==> config.mk <==
export PLATFORM = sky130hd
export DESIGN_NAME = thi_skid
export DESIGN_NICKNAME = d
export VERILOG_FILES = /design/src/thi_pkg.sv /design/src/thi_skid.sv
export SDC_FILE = /design/constraint.sdc
export NUM_CORES = 1
export LEC_CHECK = 0
export ABC_CLOCK_PERIOD_IN_PS = 1950
export BUFFER_PORTS_ARGS = -buffer_cell sky130_fd_sc_hd__buf_2
export CORE_MARGIN = 3
export CORE_UTILIZATION = 46
export CTS_CLUSTER_DIAMETER = 80
export DETAILED_ROUTE_END_ITERATION = 12
export PLACE_DENSITY = 0.75
export SLEW_MARGIN = 20
export SYNTH_ARGS = -nofsm -noshare
export SYNTH_HDL_FRONTEND = slang
export SYNTH_SLANG_ARGS = --single-unit
export TNS_END_PERCENT = 20
==> constraint.sdc <==
create_clock -name clk -period 1.95 [get_ports clk]
set_input_delay 0.39 -clock clk [delete_from_list [all_inputs] [get_ports clk]]
set_output_delay 0.39 -clock clk [all_outputs]
set_load 0.1 [all_outputs]
==> src/thi_pkg.sv <==
// Shared widths and beat types for the triangle height interpolator.
package thi_pkg;

	localparam int CW = 24;            // coordinate and height width
	localparam int DW = CW + 1;        // corner difference
	localparam int PW = 2 * DW;        // product of two differences
	localparam int SW = PW + 1;        // det, na, nb
	localparam int QB = DW + 1;        // quotient bits kept before saturation
	localparam int NW = SW + QB;       // weighted sum, also SW + DW + 1
	localparam int LB = (SW + 1) / 2;  // low slice of na/nb for the split multiply
	localparam int HW = SW - LB + DW;  // high-slice partial product
	localparam int LW = LB + 1 + DW;   // low-slice partial product
	localparam int RW = QB + 3;        // h2 plus signed quotient

	typedef struct packed {
		logic [CW-1:0] corner0_x;
		logic [CW-1:0] corner0_y;
		logic [CW-1:0] corner0_h;
		logic [CW-1:0] corner1_x;
		logic [CW-1:0] corner1_y;
		logic [CW-1:0] corner1_h;
		logic [CW-1:0] corner2_x;
		logic [CW-1:0] corner2_y;
		logic [CW-1:0] corner2_h;
		logic [CW-1:0] query_x;
		logic [CW-1:0] query_y;
	} thi_item_t;

	typedef struct packed {
		logic [CW-1:0] height;
		logic          valid_res;
	} thi_result_t;

	typedef struct packed {
		logic [SW-1:0] det;
		logic [SW-1:0] na;
		logic [SW-1:0] nb;
		logic [DW-1:0] dh0;
		logic [DW-1:0] dh1;
		logic [CW-1:0] h2;
	} thi_geo_t;

	typedef struct packed {
		logic [NW-1:0] an;
		logic [SW-1:0] ad;
		logic          neg;
		logic          zero;
		logic [CW-1:0] h2;
	} thi_num_t;

	typedef struct packed {
		logic [SW-1:0] rem;
		logic [QB-1:0] nlo;
		logic [QB-1:0] quo;
		logic [SW-1:0] ad;
		logic          neg;
		logic          zero;
		logic          ovf;
		logic [CW-1:0] h2;
	} thi_div_t;

endpackage

==> src/thi_skid.sv <==
// Output register with one skid entry; decouples pipeline advance from result stall.
module thi_skid (
	input  logic                 clk,
	input  logic                 arst_n,
	input  logic                 v_i,
	input  thi_pkg::thi_result_t d_i,
	input  logic                 result_stall,
	output logic                 result_valid,
	output thi_pkg::thi_result_t result,
	output logic                 full
);
	import thi_pkg::*;

	logic        res_valid_q, skid_full_q;
	thi_result_t res_q, skid_q;
	logic        out_free, arrive;

	assign out_free = !res_valid_q || !result_stall;
	// the pipeline is frozen while the skid entry is occupied
	assign arrive   = v_i && !skid_full_q;

	always_ff @(posedge clk or negedge arst_n) begin
		if (!arst_n) begin
			res_valid_q <= 1'b0;
			skid_full_q <= 1'b0;
		end else if (out_free) begin
			if (skid_full_q) begin
				res_valid_q <= 1'b1;
				skid_full_q <= 1'b0;
			end else begin
				res_valid_q <= arrive;
			end
		end else if (arrive) begin
			skid_full_q <= 1'b1;
		end
	end

	always_ff @(posedge clk) begin
		if (out_free) begin
			res_q <= skid_full_q ? skid_q : d_i;
		end else if (arrive) begin
			skid_q <= d_i;
		end
	end

	assign result_valid = res_valid_q;
	assign result       = res_q;
	assign full         = skid_full_q;

	a_skid_needs_out: assert property (@(posedge clk) disable iff (!arst_n)
		skid_full_q |-> res_valid_q)
		else $error("skid entry held with output register empty");

	a_skid_drains: assert property (@(posedge clk) disable iff (!arst_n)
		(skid_full_q && !result_stall) |=> !skid_full_q)
		else $error("skid entry not drained after output taken");

	a_degen_zero: assert property (@(posedge clk) disable iff (!arst_n)
		(res_valid_q && !res_q.valid_res) |-> (res_q.height == '0))
		else $error("degenerate triangle gave nonzero height");

endmodule

# After elaboration in Yosys (flattened, before gate mapping)
# Index checks and enable logic that the tools add are counted.
[word_totals]
reg_bits = 52
inputBits = 29
out_inout_bits = 27
wordCells = 18
[classes]
mux = 4
bitwise = 1
reduce_logical = 7
[op_table]
columns = ["operator", "n"]
rows = [
  ["25-bit two-way mux", 1],
  ["1-bit logical NOT", 3],
  ["1-bit two-way mux", 3],
  ["2-bit AND reduction", 1],
  ["2-bit nonzero test", 1],
  ["1-bit logical AND", 1],
  ["1-bit logical OR", 1],
  ["1-bit inverter", 1],
]

# Logic depth before layout (Yosys ltp)
# Gate-level depths: netlist of run 1.
[logic_depth]
word_depth = 4
depth_mapped = 3
depth_no_buf = 1

# Worst setup path after synthesis of run 1
# Ideal clock, no wire load.
[synth_path]
path_type = "register to register"
start = "reg skid_full_q (netlist: full)"
end = "reg skid_q[0] (netlist name), enable pin"
setup_ps = 384
t_arrival_ps = 1970
required_ps = 1566
path_slack_ps = -404
stages_incl_launch_ff = 4
n_path_buf = 2
synth_period_minus_slack_ps = 2354
cell_sequence = "dfrtp_1 > buf_6 > buf_6 > and4b_1"
[synth_via]
elab_chain_cells = 3
[synth_rtl]
columns = ["element", "line_no", "text"]
rows = [
  ["start: declaration", "thi_skid.sv:14", "logic res_valid_q, skid_full_q;"],
  ["start signal: assignment", "thi_skid.sv:25", "skid_full_q <= 1'b0;"],
  ["start signal: assignment", "thi_skid.sv:29", "skid_full_q <= 1'b0;"],
  ["start signal: assignment", "thi_skid.sv:34", "skid_full_q <= 1'b1;"],
  ["1-bit logical NOT", "thi_skid.sv:20", "assign arrive = v_i && !skid_full_q;"],
  ["1-bit logical AND", "thi_skid.sv:20", ""],
  ["2-bit AND reduction (no source line)", "--", ""],
  ["end signal: assignment", "thi_skid.sv:42", "skid_q <= d_i;"],
  ["end: declaration", "thi_skid.sv:15", "thi_result_t res_q, skid_q;"],
]
# No other way between the ends.
# A chain may end at the register's enable or synchronous reset.

# Worst setup path after layout of run 1
[layout_path]
start = "reg skid_full_q (netlist: full)"
end = "reg res_q (netlist bit result[4]) (data pin)"
[layout_via]
elab_chain_cells = 1
[layout_rtl]
columns = ["element", "line_no", "text"]
rows = [
  ["25-bit two-way mux", "thi_skid.sv:40", "res_q <= skid_full_q ? skid_q : d_i;"],
  ["end signal: assignment", "thi_skid.sv:40", ""],
  ["end: declaration", "thi_skid.sv:15", ""],
]
# No other way between the ends.

==> summary.md, run 1 <==
| Metric | Value |
|---|---|
| Status | `finished clean` |
| Max-slew headroom at the worst pin | `59.3%` |
| Number of primary I/O pins | `56` |
| Initial antenna violation count | `0` |
| Synthesized instance count | `84` |
| Global-route wire length before repair | `4890 µm` |
| Period Utilization, post-route | `80.1%` |
| Synth Area in Compound Gates | `0.952%` |
| Number of cells traversed by the worst hold path | `1` |
| Cell-internal power | `1700 µW` |
| Startpoint type of the worst setup path | `flip-flop` |
| Yosys synthesis warning count | `0` |
| Top-count cell post-synth | `sky130_fd_sc_hd__edfxtp_1` |
| Cell depth of the worst flop-to-flop path | `2` |
| Largest net degree at the start of global routing | `26` |
| Floorplan Core Area | `0.00406 mm²` |
| Number of nets with antenna violations after detailed routing | `0` |
| Unrepaired setup endpoints after global routing | `no` |
| Combinational Power Share | `24.0%` |
| Critical Path Fanout Max | `15` |
| Net count of the finished layout | `175` |
| Worst-case hold slack | `0.283 ns` |
| Share of cells above drive strength 1 | `61.9%` |
| Routed vias | `963` |
| Multiplexer area fraction after synthesis | `17.5%` |
| Wire length reported by the detailed router | `3000 µm` |
| Post-synthesis to final-layout area growth | `22.0%` |
| Average routed wire per standard cell | `15.2 µm` |
| Kind of capture point of the worst setup path | `flip-flop` |
| Synth Net Count | `113` |
| Global-route total usage across every layer | `12.8%` |
| Number of port buffers | `55` |
| Overflow after GRT | `0` |
| Type of the worst setup path | `reg2reg` |
| Detailed Routing Iterations Pass 1 | `4` |
| Detail-routed via count per cell | `4.89` |
| Final critical-path required period | `1.56 ns` |
| Maxcap violations | `0` |
| Area of all placed cells without fillers | `0.00241 mm²` |
| TritonCTS clock tree | `built` |
| Number of fill cells | `310` |
| Post-Place Cell Area | `0.00232 mm²` |
| Switch Pwr | `808 µW` |
| Final Hold Fails | `0` |
| Syn avg cell area | `23.5 µm²` |
| Synth Cell Area | `0.00197 mm²` |
| Clock tree root buffer cell | `sky130_fd_sc_hd__clkbuf_8` |
| Clock network power share | `22.3%` |
| Post-synthesis simple-gate area fraction | `0.698%` |
| Pins Over Slew Limit | `0` |
| Sequential area share after synthesis | `78.7%` |
| Number of enable flip-flop cells after synthesis | `50` |
| Data arrival time of the worst path | `1.61 ns` |
| Number of buffers between clock root and the deepest sink | `2` |
| Count of distinct cell types in the synthesized netlist | `10` |
| Primary flip-flop cell chosen by synthesis mapping | `sky130_fd_sc_hd__edfxtp_1` |
| Seq cells post-synth | `52` |
| Setup TNS Final | `0 ns` |
| Area leader, netlist | `sky130_fd_sc_hd__edfxtp_1` |
| Largest family of logic cells by synthesized area | `multiplexers` |
| DRC violation count after routing | `0` |
| Type of the worst min-delay path | `in2reg` |
| Least-Margin Pin Slew | `0.609 ns` |
| Skew final | `0.00439 ns` |
| Effective utilization at floorplan | `48.6%` |
| Leading post-synthesis cells by instance count | `sky130_fd_sc_hd__edfxtp_1 (50), sky130_fd_sc_hd__mux2_4 (17), sky130_fd_sc_hd__mux2_2 (8)` |
| Fraction of synthesis flops using an asynchronous set or reset pin | `3.85%` |
| Top cells by area in the synthesized netlist | `sky130_fd_sc_hd__edfxtp_1 (76%), sky130_fd_sc_hd__mux2_4 (13%), sky130_fd_sc_hd__mux2_2 (4.6%), sky130_fd_sc_hd__dfrtp_1 (2.5%), sky130_fd_sc_hd__buf_6 (1.1%)` |
| Static Leak | `0.000958 µW` |
| Standard-cell rows | `23` |
| Critical Path RT | `2.00 ns` |
| Pwr Density | `1040 mW/mm²` |
| CTS clk-pin slew, worst paths | `0.08 ns` |
| Source-to-sink clock delay at the later pin of the worst-skew pair | `0.29 ns` |
| Clock sink count | `52` |
| Maximum clock frequency | `0.640 GHz` |
| Adder-cell area share of the yosys netlist | `0%` |
| Number of buffers created by CTS | `5` |
| Die height | `71.5 µm` |
| Die width | `71.5 µm` |
| Total half-perimeter wirelength after legalization and detailed placement | `2160 µm` |
| Peak supply drop | `0.561 mV` |
| Area fraction of the dominant cell type after synthesis | `76.1%` |
| Antenna cell count | `0` |
| Flop pwr share | `53.6%` |
| Final setup violation count | `0` |
| Last weighted congestion value of the routability-driven placer | `0.681` |
| CTS H-tree depth | `2` |
| Vias in the first global route | `1013` |
| Starting DRT DRC Count | `71` |
| Switching portion of total power | `32.2%` |
| Xor/xnor cell area share of the yosys netlist | `0%` |
| Die Area | `0.00511 mm²` |
[per-stage QoR]
| step | total power, µW | utilization (%) | cells | setup slack [ns] |
|---|---|---|---|---|
| 3_5_place_dp | 1980 | 57.1 | 188 | 0.378 |
| 2_1_floorplan | 1870 | - | 84 | 0.0468 |
| 6_report | 2510 | 59.3 | 197 | 0.388 |
| 3_3_place_gp | 1970 | 57.1 | 188 | 0.420 |
| 5_1_grt | 2620 | 59.3 | 197 | 0.297 |
| 4_1_cts | 2550 | 59.3 | 197 | 0.370 |
[final cells by class]
class | count | area (µm²) | area share [%]
clock buffers | 7 | 76.3 | 3.17
clock inverters | 1 | 3.75 | 0.156
multi-input cells | 29 | 382 | 15.9
flip-flops and latches | 52 | 1550 | 64.6
well taps | 50 | 62.6 | 2.60
repair buffers | 58 | 328 | 13.6
[cells in the final DEF (no fill, tap or decap)]
master	n
sky130_fd_sc_hd__edfxtp_1	50
sky130_fd_sc_hd__mux2_2	8
sky130_fd_sc_hd__buf_4	1
sky130_fd_sc_hd__dfrtp_2	2
sky130_fd_sc_hd__and4b_2	1
sky130_fd_sc_hd__o211a_1	1
sky130_fd_sc_hd__clkbuf_1	2
sky130_fd_sc_hd__nand2_2	1
sky130_fd_sc_hd__dlygate4sd3_1	1
sky130_fd_sc_hd__clkinv_1	1
sky130_fd_sc_hd__clkbuf_8	5
sky130_fd_sc_hd__buf_2	54
sky130_fd_sc_hd__mux2_4	17
sky130_fd_sc_hd__buf_12	2
sky130_fd_sc_hd__a211o_1	1
[power by group through the flow]
| stage | registers, µW | logic, µW | clock network (µW) |
|---|---|---|---|
| after CTS | 1350 | 608 | 590 |
| after global placement | 1370 | 601 | 0 |
| after global routing | 1360 | 623 | 638 |
| after floorplan | 1750 | 121 | 0 |
| after detailed placement | 1370 | 606 | 0 |
| final | 1350 | 603 | 561 |
[sequential cells by signal (all words and copies together) (netlist names)]
signal        cells
full              1
result           25
result_valid      1
skid_q           25
[per-layer routing]
metal	share of wire (%)	up-vias	track usage, %
met5	0	-	0
met4	1.3	0	3.76
li1	-	455	-
met2	45	43	19.5
met1	43	459	16.2
met3	11	6	6.45
[critical path, stage by stage, from the launching register on]
cell and delay (ns):
sky130_fd_sc_hd__dfrtp_2 0.60, sky130_fd_sc_hd__buf_4 0.35, sky130_fd_sc_hd__mux2_2 0.37
[cell families (layout without fill, tap and decap cells)]
group	count (synthesis)	count (layout)
AND/OR/NAND/NOR	2	2
buffers and inverters	3	66
multiplexers	25	25
AO/OA/AOI/OAI	2	2
flip-flops	52	52
[worst paths after layout]
| kind | start | slack [ns] | endpoint |
|---|---|---|---|
| max | full$_DFFE_PN0P_ | 0.39 | result[4]$_DFFE_PP_ |
| min | d_i[18] | 0.28 | skid_q[18]$_DFFE_PP_ |
| max reg2reg | full$_DFFE_PN0P_ | 0.39 | result[4]$_DFFE_PP_ |
| min reg2reg | skid_q[1]$_DFFE_PP_ | 0.55 | result[1]$_DFFE_PP_ |
| max in group asynchronous | arst_n | 1.44 | full$_DFFE_PN0P_ |
| min in group asynchronous | arst_n | 0.40 | result_valid$_DFFE_PN0P_ |
[repair_timing]
item	in CTS	in global routing
endpoints found under the hold margin	2	0
hold buffers	1	0
buffers inserted	0	0
resized for setup	0	0
Power figures use the tool's default switching activity.
==> inputs of run 2 (changes only) <==
--- a/config.mk
+++ b/config.mk
@@ -5,7 +5,7 @@
 export SDC_FILE = /design/constraint.sdc
 export NUM_CORES = 1
 export LEC_CHECK = 0
-export ABC_CLOCK_PERIOD_IN_PS = 1950
+export ABC_CLOCK_PERIOD_IN_PS = 1300
 export BUFFER_PORTS_ARGS = -buffer_cell sky130_fd_sc_hd__buf_2
 export CORE_MARGIN = 3
 export CORE_UTILIZATION = 46
==> constraint.sdc (replaced) <==
create_clock -name clk -period 1.3 [get_ports clk]
set_input_delay 0.26 -clock clk [delete_from_list [all_inputs] [get_ports clk]]
set_output_delay 0.26 -clock clk [all_outputs]
set_load 0.1 [all_outputs]
==> summary.md, run 2 (synthesized netlist as in run 1, its figures left out) <==
| Metric | Value |
|---|---|
| Pwr Density | `1470 mW/mm² (was 1040 mW/mm²)` |
| Peak supply drop | `1.28 mV (was 0.561 mV)` |
| Last weighted congestion value of the routability-driven placer | `0.690 (was 0.681)` |
| Detailed route wirelength on metal3 | `247 µm (was 322 µm)` |
| Power consumption | `4340 µW (was 2510 µW)` |
| CTS H-tree depth | `2 (unchanged)` |
| Crit-path most repeated cell | `sky130_fd_sc_hd__buf_12` |
| Die height | `71.5 µm (unchanged)` |
| Most common cell after layout, fill and taps aside | `sky130_fd_sc_hd__edfxtp_1 (was sky130_fd_sc_hd__buf_2)` |
| Type of the worst setup path | `reg2out (was reg2reg)` |
| Source-to-sink clock delay at the later pin of the worst-skew pair | `0.29 ns (about the same)` |
| Global-route wire length before repair | `5600 µm (was 4890 µm)` |
| Skew final | `0.00273 ns (was 0.00439 ns)` |
| Floorplan Core Area | `0.00406 mm² (unchanged)` |
| Die width | `71.5 µm (unchanged)` |
| Total area of multi-input combinational cells | `384 µm² (was 382 µm²)` |
| Standard-cell rows | `23 (unchanged)` |
| Detail-routed via count per cell | `4.90 (was 4.89)` |
| Cell depth of the worst flop-to-flop path | `3 (was 2)` |
| TritonCTS clock tree | `built (unchanged)` |
| R2R Path Start | `full$_DFFE_PN0P_ (unchanged)` |
| Share of cells above drive strength 1 | `65.8% (was 61.9%)` |
| Type of the worst min-delay path | `in2reg (unchanged)` |
| Number of nets with antenna violations after detailed routing | `0 (unchanged)` |
| Vias in the first global route | `1094 (was 1013)` |
| Net count of the finished layout | `183 (was 175)` |
| Number of port buffers | `55 (unchanged)` |
| Reg-to-Reg End | `result[20]$_DFFE_PP_ (was result[4]$_DFFE_PP_)` |
| Max-slew headroom at the worst pin | `90.1% (was 59.3%)` |
| Slowest CP cell | `sky130_fd_sc_hd__dfrtp_4 (was sky130_fd_sc_hd__dfrtp_2)` |
| Cell chain of the critical path | `buf_12 -> buf_12 (was buf_4 -> mux2_2)` |
| Global-route total usage across every layer | `14.6% (was 12.8%)` |
| Clock tree root buffer cell | `sky130_fd_sc_hd__clkbuf_8 (unchanged)` |
| Sum of routed wire segments on met1 | `1470 µm (was 1290 µm)` |
| Kind of capture point of the worst setup path | `output port (was flip-flop)` |
| Clock sink count | `52 (unchanged)` |
| R2R Setup Slk | `-0.06 ns (was 0.39 ns)` |
| Number of buffers created by CTS | `5 (unchanged)` |
| Final core occ | `72.9% (was 59.3%)` |
| Top Layer Used | `met3 (was met4)` |
| Post-synthesis to final-layout area growth | `50.1% (was 22.0%)` |
| Period Utilization, post-route | `105%` |
| Final Hold Fails | `0 (unchanged)` |
| Final setup violation count | `47 (was 0)` |
| CTS clk-pin slew, worst paths | `0.09 ns (was 0.08 ns)` |
| Number of fill cells | `228 (was 310)` |
| Footprint of the flip-flops and latches | `0.00156 mm² (was 0.00155 mm²)` |
| Initial antenna violation count | `0 (unchanged)` |
| Min setup slack post-route | `-0.0635 ns (was 0.388 ns)` |
| Antenna cell count | `0 (unchanged)` |
| Starting DRT DRC Count | `28 (was 71)` |
| Cell count after placement | `192 (was 188)` |
| Unrepaired setup endpoints after global routing | `yes (was no)` |
| Violated checks | `negative setup slack` |
| Total half-perimeter wirelength after legalization and detailed placement | `2460 µm (was 2160 µm)` |
| Count of placed standard cells in the final layout, fillers left out | `205 (was 197)` |
| Maxcap violations | `0 (unchanged)` |
| Critical Path Fanout Max | `4 (was 15)` |
| Average routed wire per standard cell | `17.2 µm (was 15.2 µm)` |
| Routed vias | `1005 (was 963)` |
| Final critical-path required period | `1.36 ns` |
| Top library cells by usage in the layout, fill and taps aside | `sky130_fd_sc_hd__edfxtp_1 (50), sky130_fd_sc_hd__buf_12 (31), sky130_fd_sc_hd__buf_2 (28), sky130_fd_sc_hd__mux2_4 (17), sky130_fd_sc_hd__mux2_2 (8) (was sky130_fd_sc_hd__buf_2 (54), sky130_fd_sc_hd__edfxtp_1 (50), sky130_fd_sc_hd__mux2_4 (17), sky130_fd_sc_hd__mux2_2 (8), sky130_fd_sc_hd__clkbuf_8 (5))` |
| Maximum clock frequency | `0.733 GHz` |
| Wire length reported by the detailed router | `3530 µm (was 3000 µm)` |
| Critical Path RT | `1.04 ns (was 2.00 ns)` |
| Detailed Routing Iterations Pass 1 | `4 (unchanged)` |
| Sum of met2 wire segment lengths after detailed routing | `1810 µm (was 1340 µm)` |
| Largest net degree at the start of global routing | `19 (was 26)` |
| Number of buffers between clock root and the deepest sink | `2 (unchanged)` |
| Worst Hold Launch | `d_i[0] (was d_i[18])` |
| Largest stage delay on the critical path | `0.51 ns (was 0.60 ns)` |
| Pins Over Slew Limit | `0 (unchanged)` |
| Startpoint type of the worst setup path | `flip-flop (unchanged)` |
| Setup TNS Final | `-1.20 ns (was 0 ns)` |
| Number of cells traversed by the worst hold path | `1 (unchanged)` |
| DRC violation count after routing | `0 (unchanged)` |
| Number of primary I/O pins | `56 (unchanged)` |
| Worst Hold Path EP | `skid_q[0]$_DFFE_PP_ (was skid_q[18]$_DFFE_PP_)` |
| Least-Margin Pin Slew | `0.148 ns (was 0.609 ns)` |
| Worst setup timing slack at the placement stage | `0.00161 ns (was 0.378 ns)` |
| Effective utilization at floorplan | `48.6% (unchanged)` |
| Static Leak | `0.00118 µW (was 0.000958 µW)` |
| Die Area | `0.00511 mm² (unchanged)` |
| Status | `finished with violations (was finished clean)` |
| Overflow after GRT | `0 (unchanged)` |
| Data arrival time of the worst path | `1.10 ns (was 1.61 ns)` |
## run 2: changes by cell type in the layout (fill, tap and decap cells not counted)
| cell | delta |
|---|---|
| sky130_fd_sc_hd__dfrtp_4 | +1 |
| sky130_fd_sc_hd__and4b_4 | +1 |
| sky130_fd_sc_hd__and4b_2 | -1 |
| sky130_fd_sc_hd__clkinvlp_4 | +1 |
| sky130_fd_sc_hd__dfrtp_2 | -1 |
| sky130_fd_sc_hd__buf_4 | +3 |
| sky130_fd_sc_hd__buf_12 | +29 |
| sky130_fd_sc_hd__bufbuf_16 | +1 |
| sky130_fd_sc_hd__clkbuf_1 | -2 |
| sky130_fd_sc_hd__clkinv_2 | +1 |
| sky130_fd_sc_hd__bufinv_16 | +1 |
| sky130_fd_sc_hd__clkinv_1 | -1 |
| sky130_fd_sc_hd__buf_6 | +1 |
| sky130_fd_sc_hd__buf_2 | -26 |
## run 2: final cells by class
type	instances	share of cell area (%)
flip-flops and latches	52	52.6
repair buffers	66	28.5
multi-input cells	29	13.0
clock buffers	5	2.33
well taps	50	2.11
clock inverters	3	1.44
## run 2: power breakdown
part | internal [µW] | total [µW] | switching [µW]
clock | 569 | 1060 | 487
sequential | 1980 | 2060 | 78.8
combinational | 489 | 1230 | 736
## run 2: how the worst max path moves through the flow
stage | startpoint | endpoint
after floorplan | full$_DFFE_PN0P_ | skid_q[0]$_DFFE_PP_
after global placement | full$_DFFE_PN0P_ | skid_q[24]$_DFFE_PP_
after detailed placement | full$_DFFE_PN0P_ | skid_q[24]$_DFFE_PP_
after CTS | full$_DFFE_PN0P_ | full
after global routing | full$_DFFE_PN0P_ | full
final | full$_DFFE_PN0P_ | full
## run 2: stage by stage
stage                     area [µm²]  hold WS, ns
after detailed placement        2770       0.0464
after CTS                       2960        0.141
after global placement          2770       0.0438
after global routing            2960        0.137
after floorplan                 1990      -0.0356
final                           2960        0.154
## run 2: routing by layer
metal  GRT usage (%)  vias to the layer above
li1                -                      470
met5               0                        -
met3            4.35                        0
met4            4.80                        0
met1            18.9                      494
met2            23.8                       41
## run 2: critical path, delay by kind of cell, from the launching register on
kind	cells	cell delay, ns
buf+inv	2	0.31
flops	1	0.51
## run 2: repair_timing
action | CTS | global route
gates cloned | 1 | 0
gates resized for setup | 1 | 0
hold buffers | 1 | 0
setup buffers | 3 | 0
endpoints found under the hold margin | 2 | 0
setup endpoints to repair | 7 | 51
==> inputs of run 3 (changes only) <==
--- a/config.mk
+++ b/config.mk
@@ -6,7 +6,7 @@
 export NUM_CORES = 1
 export LEC_CHECK = 0
 export ABC_CLOCK_PERIOD_IN_PS = 1300
-export BUFFER_PORTS_ARGS = -buffer_cell sky130_fd_sc_hd__buf_2
+export BUFFER_PORTS_ARGS = -buffer_cell sky130_fd_sc_hd__clkbuf_2
 export CORE_MARGIN = 3
 export CORE_UTILIZATION = 46
 export CTS_CLUSTER_DIAMETER = 80
==> summary.md, run 3 (synthesized netlist as in run 1, its figures left out) <==
| Metric | Value |
|---|---|
| Least-Margin Pin Slew | `0.146 ns (was 0.148 ns)` |
| Buf/Inv on CP | `2 (unchanged)` |
| Antenna cell count | `0 (unchanged)` |
| Net count of the finished layout | `181 (was 183)` |
| Max-slew headroom at the worst pin | `90.3% (was 90.1%)` |
| Wire length reported by the detailed router | `3340 µm (was 3530 µm)` |
| Type of the worst min-delay path | `in2reg (unchanged)` |
| Global-route total usage across every layer | `14.2% (was 14.6%)` |
| Peak supply drop | `1.00 mV (was 1.28 mV)` |
| Slowest CP cell | `sky130_fd_sc_hd__dfrtp_4 (unchanged)` |
| Final Hold Fails | `0 (unchanged)` |
| Power consumption | `4350 µW (was 4340 µW)` |
| Number of buffers created by CTS | `5 (unchanged)` |
| Total area of multi-input combinational cells | `384 µm² (unchanged)` |
| Static Leak | `0.00118 µW (about the same)` |
| Critical Path Fanout Max | `3 (was 4)` |
| Detail-routed via count per cell | `4.86 (was 4.90)` |
| Final setup violation count | `41 (was 47)` |
| Worst-case hold slack | `0.146 ns (was 0.154 ns)` |
| Routed vias | `986 (was 1005)` |
| Period Utilization, post-route | `105% (about the same)` |
| Largest net degree at the start of global routing | `19 (unchanged)` |
| Maximum clock frequency | `0.735 GHz (was 0.733 GHz)` |
| Delay-heaviest family, CP | `flip-flops (unchanged)` |
| Type of the worst setup path | `reg2out (unchanged)` |
| Number of primary I/O pins | `56 (unchanged)` |
| Detailed Routing Iterations Pass 1 | `3 (was 4)` |
| Number of port buffers | `55 (unchanged)` |
| Floorplan Core Area | `0.00406 mm² (unchanged)` |
| Starting DRT DRC Count | `39 (was 28)` |
| Source-to-sink clock delay at the later pin of the worst-skew pair | `0.30 ns (was 0.29 ns)` |
| Crit-path most repeated cell | `sky130_fd_sc_hd__buf_12 (unchanged)` |
| Die height | `71.5 µm (unchanged)` |
| CTS H-tree depth | `2 (unchanged)` |
| Global-route wire length before repair | `5290 µm (was 5600 µm)` |
| Initial antenna violation count | `0 (unchanged)` |
| Clock sink count | `52 (unchanged)` |
| Startpoint type of the worst setup path | `flip-flop (unchanged)` |
| CTS clk-pin slew, worst paths | `0.09 ns (about the same)` |
| TritonCTS clock tree | `built (unchanged)` |
| Effective utilization at floorplan | `48.6% (unchanged)` |
| Most common cell after layout, fill and taps aside | `sky130_fd_sc_hd__edfxtp_1 (unchanged)` |
| Critical Path RT | `1.04 ns (about the same)` |
| Last weighted congestion value of the routability-driven placer | `0.686 (was 0.690)` |
| Unrepaired setup endpoints after global routing | `yes (unchanged)` |
| Pins Over Slew Limit | `0 (unchanged)` |
| Maxcap violations | `0 (unchanged)` |
| Clock tree root buffer cell | `sky130_fd_sc_hd__clkbuf_8 (unchanged)` |
| Average routed wire per standard cell | `16.4 µm (was 17.2 µm)` |
| Kind of capture point of the worst setup path | `output port (unchanged)` |
| Cell chain of the critical path | `buf_12 -> buf_12 (unchanged)` |
| Number of nets with antenna violations after detailed routing | `0 (unchanged)` |
| Vias in the first global route | `1030 (was 1094)` |
| Number of fill cells | `221 (was 228)` |
| Min setup slack post-route | `-0.0605 ns (was -0.0635 ns)` |
| Final critical-path required period | `1.36 ns (about the same)` |
| Overflow after GRT | `0 (unchanged)` |
| Final core occ | `72.6% (was 72.9%)` |
| Skew final | `0.00878 ns (was 0.00273 ns)` |
| Status | `finished with violations (unchanged)` |
| Top library cells by usage in the layout, fill and taps aside | `sky130_fd_sc_hd__edfxtp_1 (50), sky130_fd_sc_hd__buf_12 (31), sky130_fd_sc_hd__clkbuf_2 (28), sky130_fd_sc_hd__mux2_4 (17), sky130_fd_sc_hd__mux2_2 (8) (was sky130_fd_sc_hd__edfxtp_1 (50), sky130_fd_sc_hd__buf_12 (31), sky130_fd_sc_hd__buf_2 (28), sky130_fd_sc_hd__mux2_4 (17), sky130_fd_sc_hd__mux2_2 (8))` |
| Share of cells above drive strength 1 | `65.4% (was 65.8%)` |
| Post-Place Cell Area | `0.00277 mm² (unchanged)` |
| Post-synthesis to final-layout area growth | `49.3% (was 50.1%)` |
| Standard-cell rows | `23 (unchanged)` |
| Footprint of the flip-flops and latches | `0.00156 mm² (unchanged)` |
| Setup TNS Final | `-1.02 ns (was -1.20 ns)` |
| DRC violation count after routing | `0 (unchanged)` |
| Violated checks | `negative setup slack (unchanged)` |
| Area of all placed cells without fillers | `0.00294 mm² (was 0.00296 mm²)` |
| Total half-perimeter wirelength after legalization and detailed placement | `2430 µm (was 2460 µm)` |
| Pwr Density | `1480 mW/mm² (was 1470 mW/mm²)` |
| Data arrival time of the worst path | `1.10 ns (about the same)` |
| Number of buffers between clock root and the deepest sink | `2 (unchanged)` |
| Die width | `71.5 µm (unchanged)` |
| Die Area | `0.00511 mm² (unchanged)` |
| Largest stage delay on the critical path | `0.50 ns (was 0.51 ns)` |
run 3: cell count changes in the layout (fill, tap and decap cells not counted), sizes merged:
cell,previous run,this run
buf,64,34
clkbuf,5,33
run 3: path summary, 6_finish.rpt:
path / slack [ns] / startpoint / cells after the start / end
worst max-delay path: -0.06 / full$_DFFE_PN0P_ / 2 / full
worst min-delay path: 0.15 / d_i[0] / 1 / skid_q[0]$_DFFE_PP_
worst max register to register: -0.04 / full$_DFFE_PN0P_ / 2 / result[20]$_DFFE_PP_
worst min register to register: 0.56 / skid_q[11]$_DFFE_PP_ / 1 / result[11]$_DFFE_PP_
max in group asynchronous: 0.91 / arst_n / 2 / full$_DFFE_PN0P_
min in group asynchronous: 0.28 / arst_n / 2 / result_valid$_DFFE_PN0P_
run 3: repair_timing:
item | in CTS | in global routing
hold buffers | 1 | 0
resized for setup | 1 | 0
endpoints found under the setup margin | 22 | 51
cloned | 1 | 0
buffers inserted | 1 | 0
endpoints found under the hold margin | 2 | 0
run 3: per-stage QoR:
step / setup WS, ns / instances
floorplan: -0.497 / 84
global placement: 0.0282 / 192
detailed placement: 0.00577 / 192
CTS: -0.0742 / 203
global route: -0.102 / 203
finish: -0.0605 / 203
run 3: area by class of cell:
type | instances | area share [%]
timing repair buffer | 64 | 28.2
sequential | 52 | 52.9
clock buffer | 5 | 2.34
clock inverter | 3 | 1.44
multi-input combinational | 29 | 13.0
tap | 50 | 2.12
run 3: worst reg2reg max path: stages (launching register included):
cell and delay (ns):
sky130_fd_sc_hd__dfrtp_4 0.50, sky130_fd_sc_hd__bufbuf_16 0.30, sky130_fd_sc_hd__mux2_4 0.30
run 3: power by group:
group	switching, µW	internal, µW	leakage [µW]
sequential	77.5	1980	0.000501
clock	506	569	0.0000541
combinational	732	484	0.000621
run 3: per-layer routing:
metal	global-route usage, %	part of all wire, %
met2	23.0	48
met3	4.35	8.3
met5	0	0
met4	6.89	1.3
met1	17.3	42
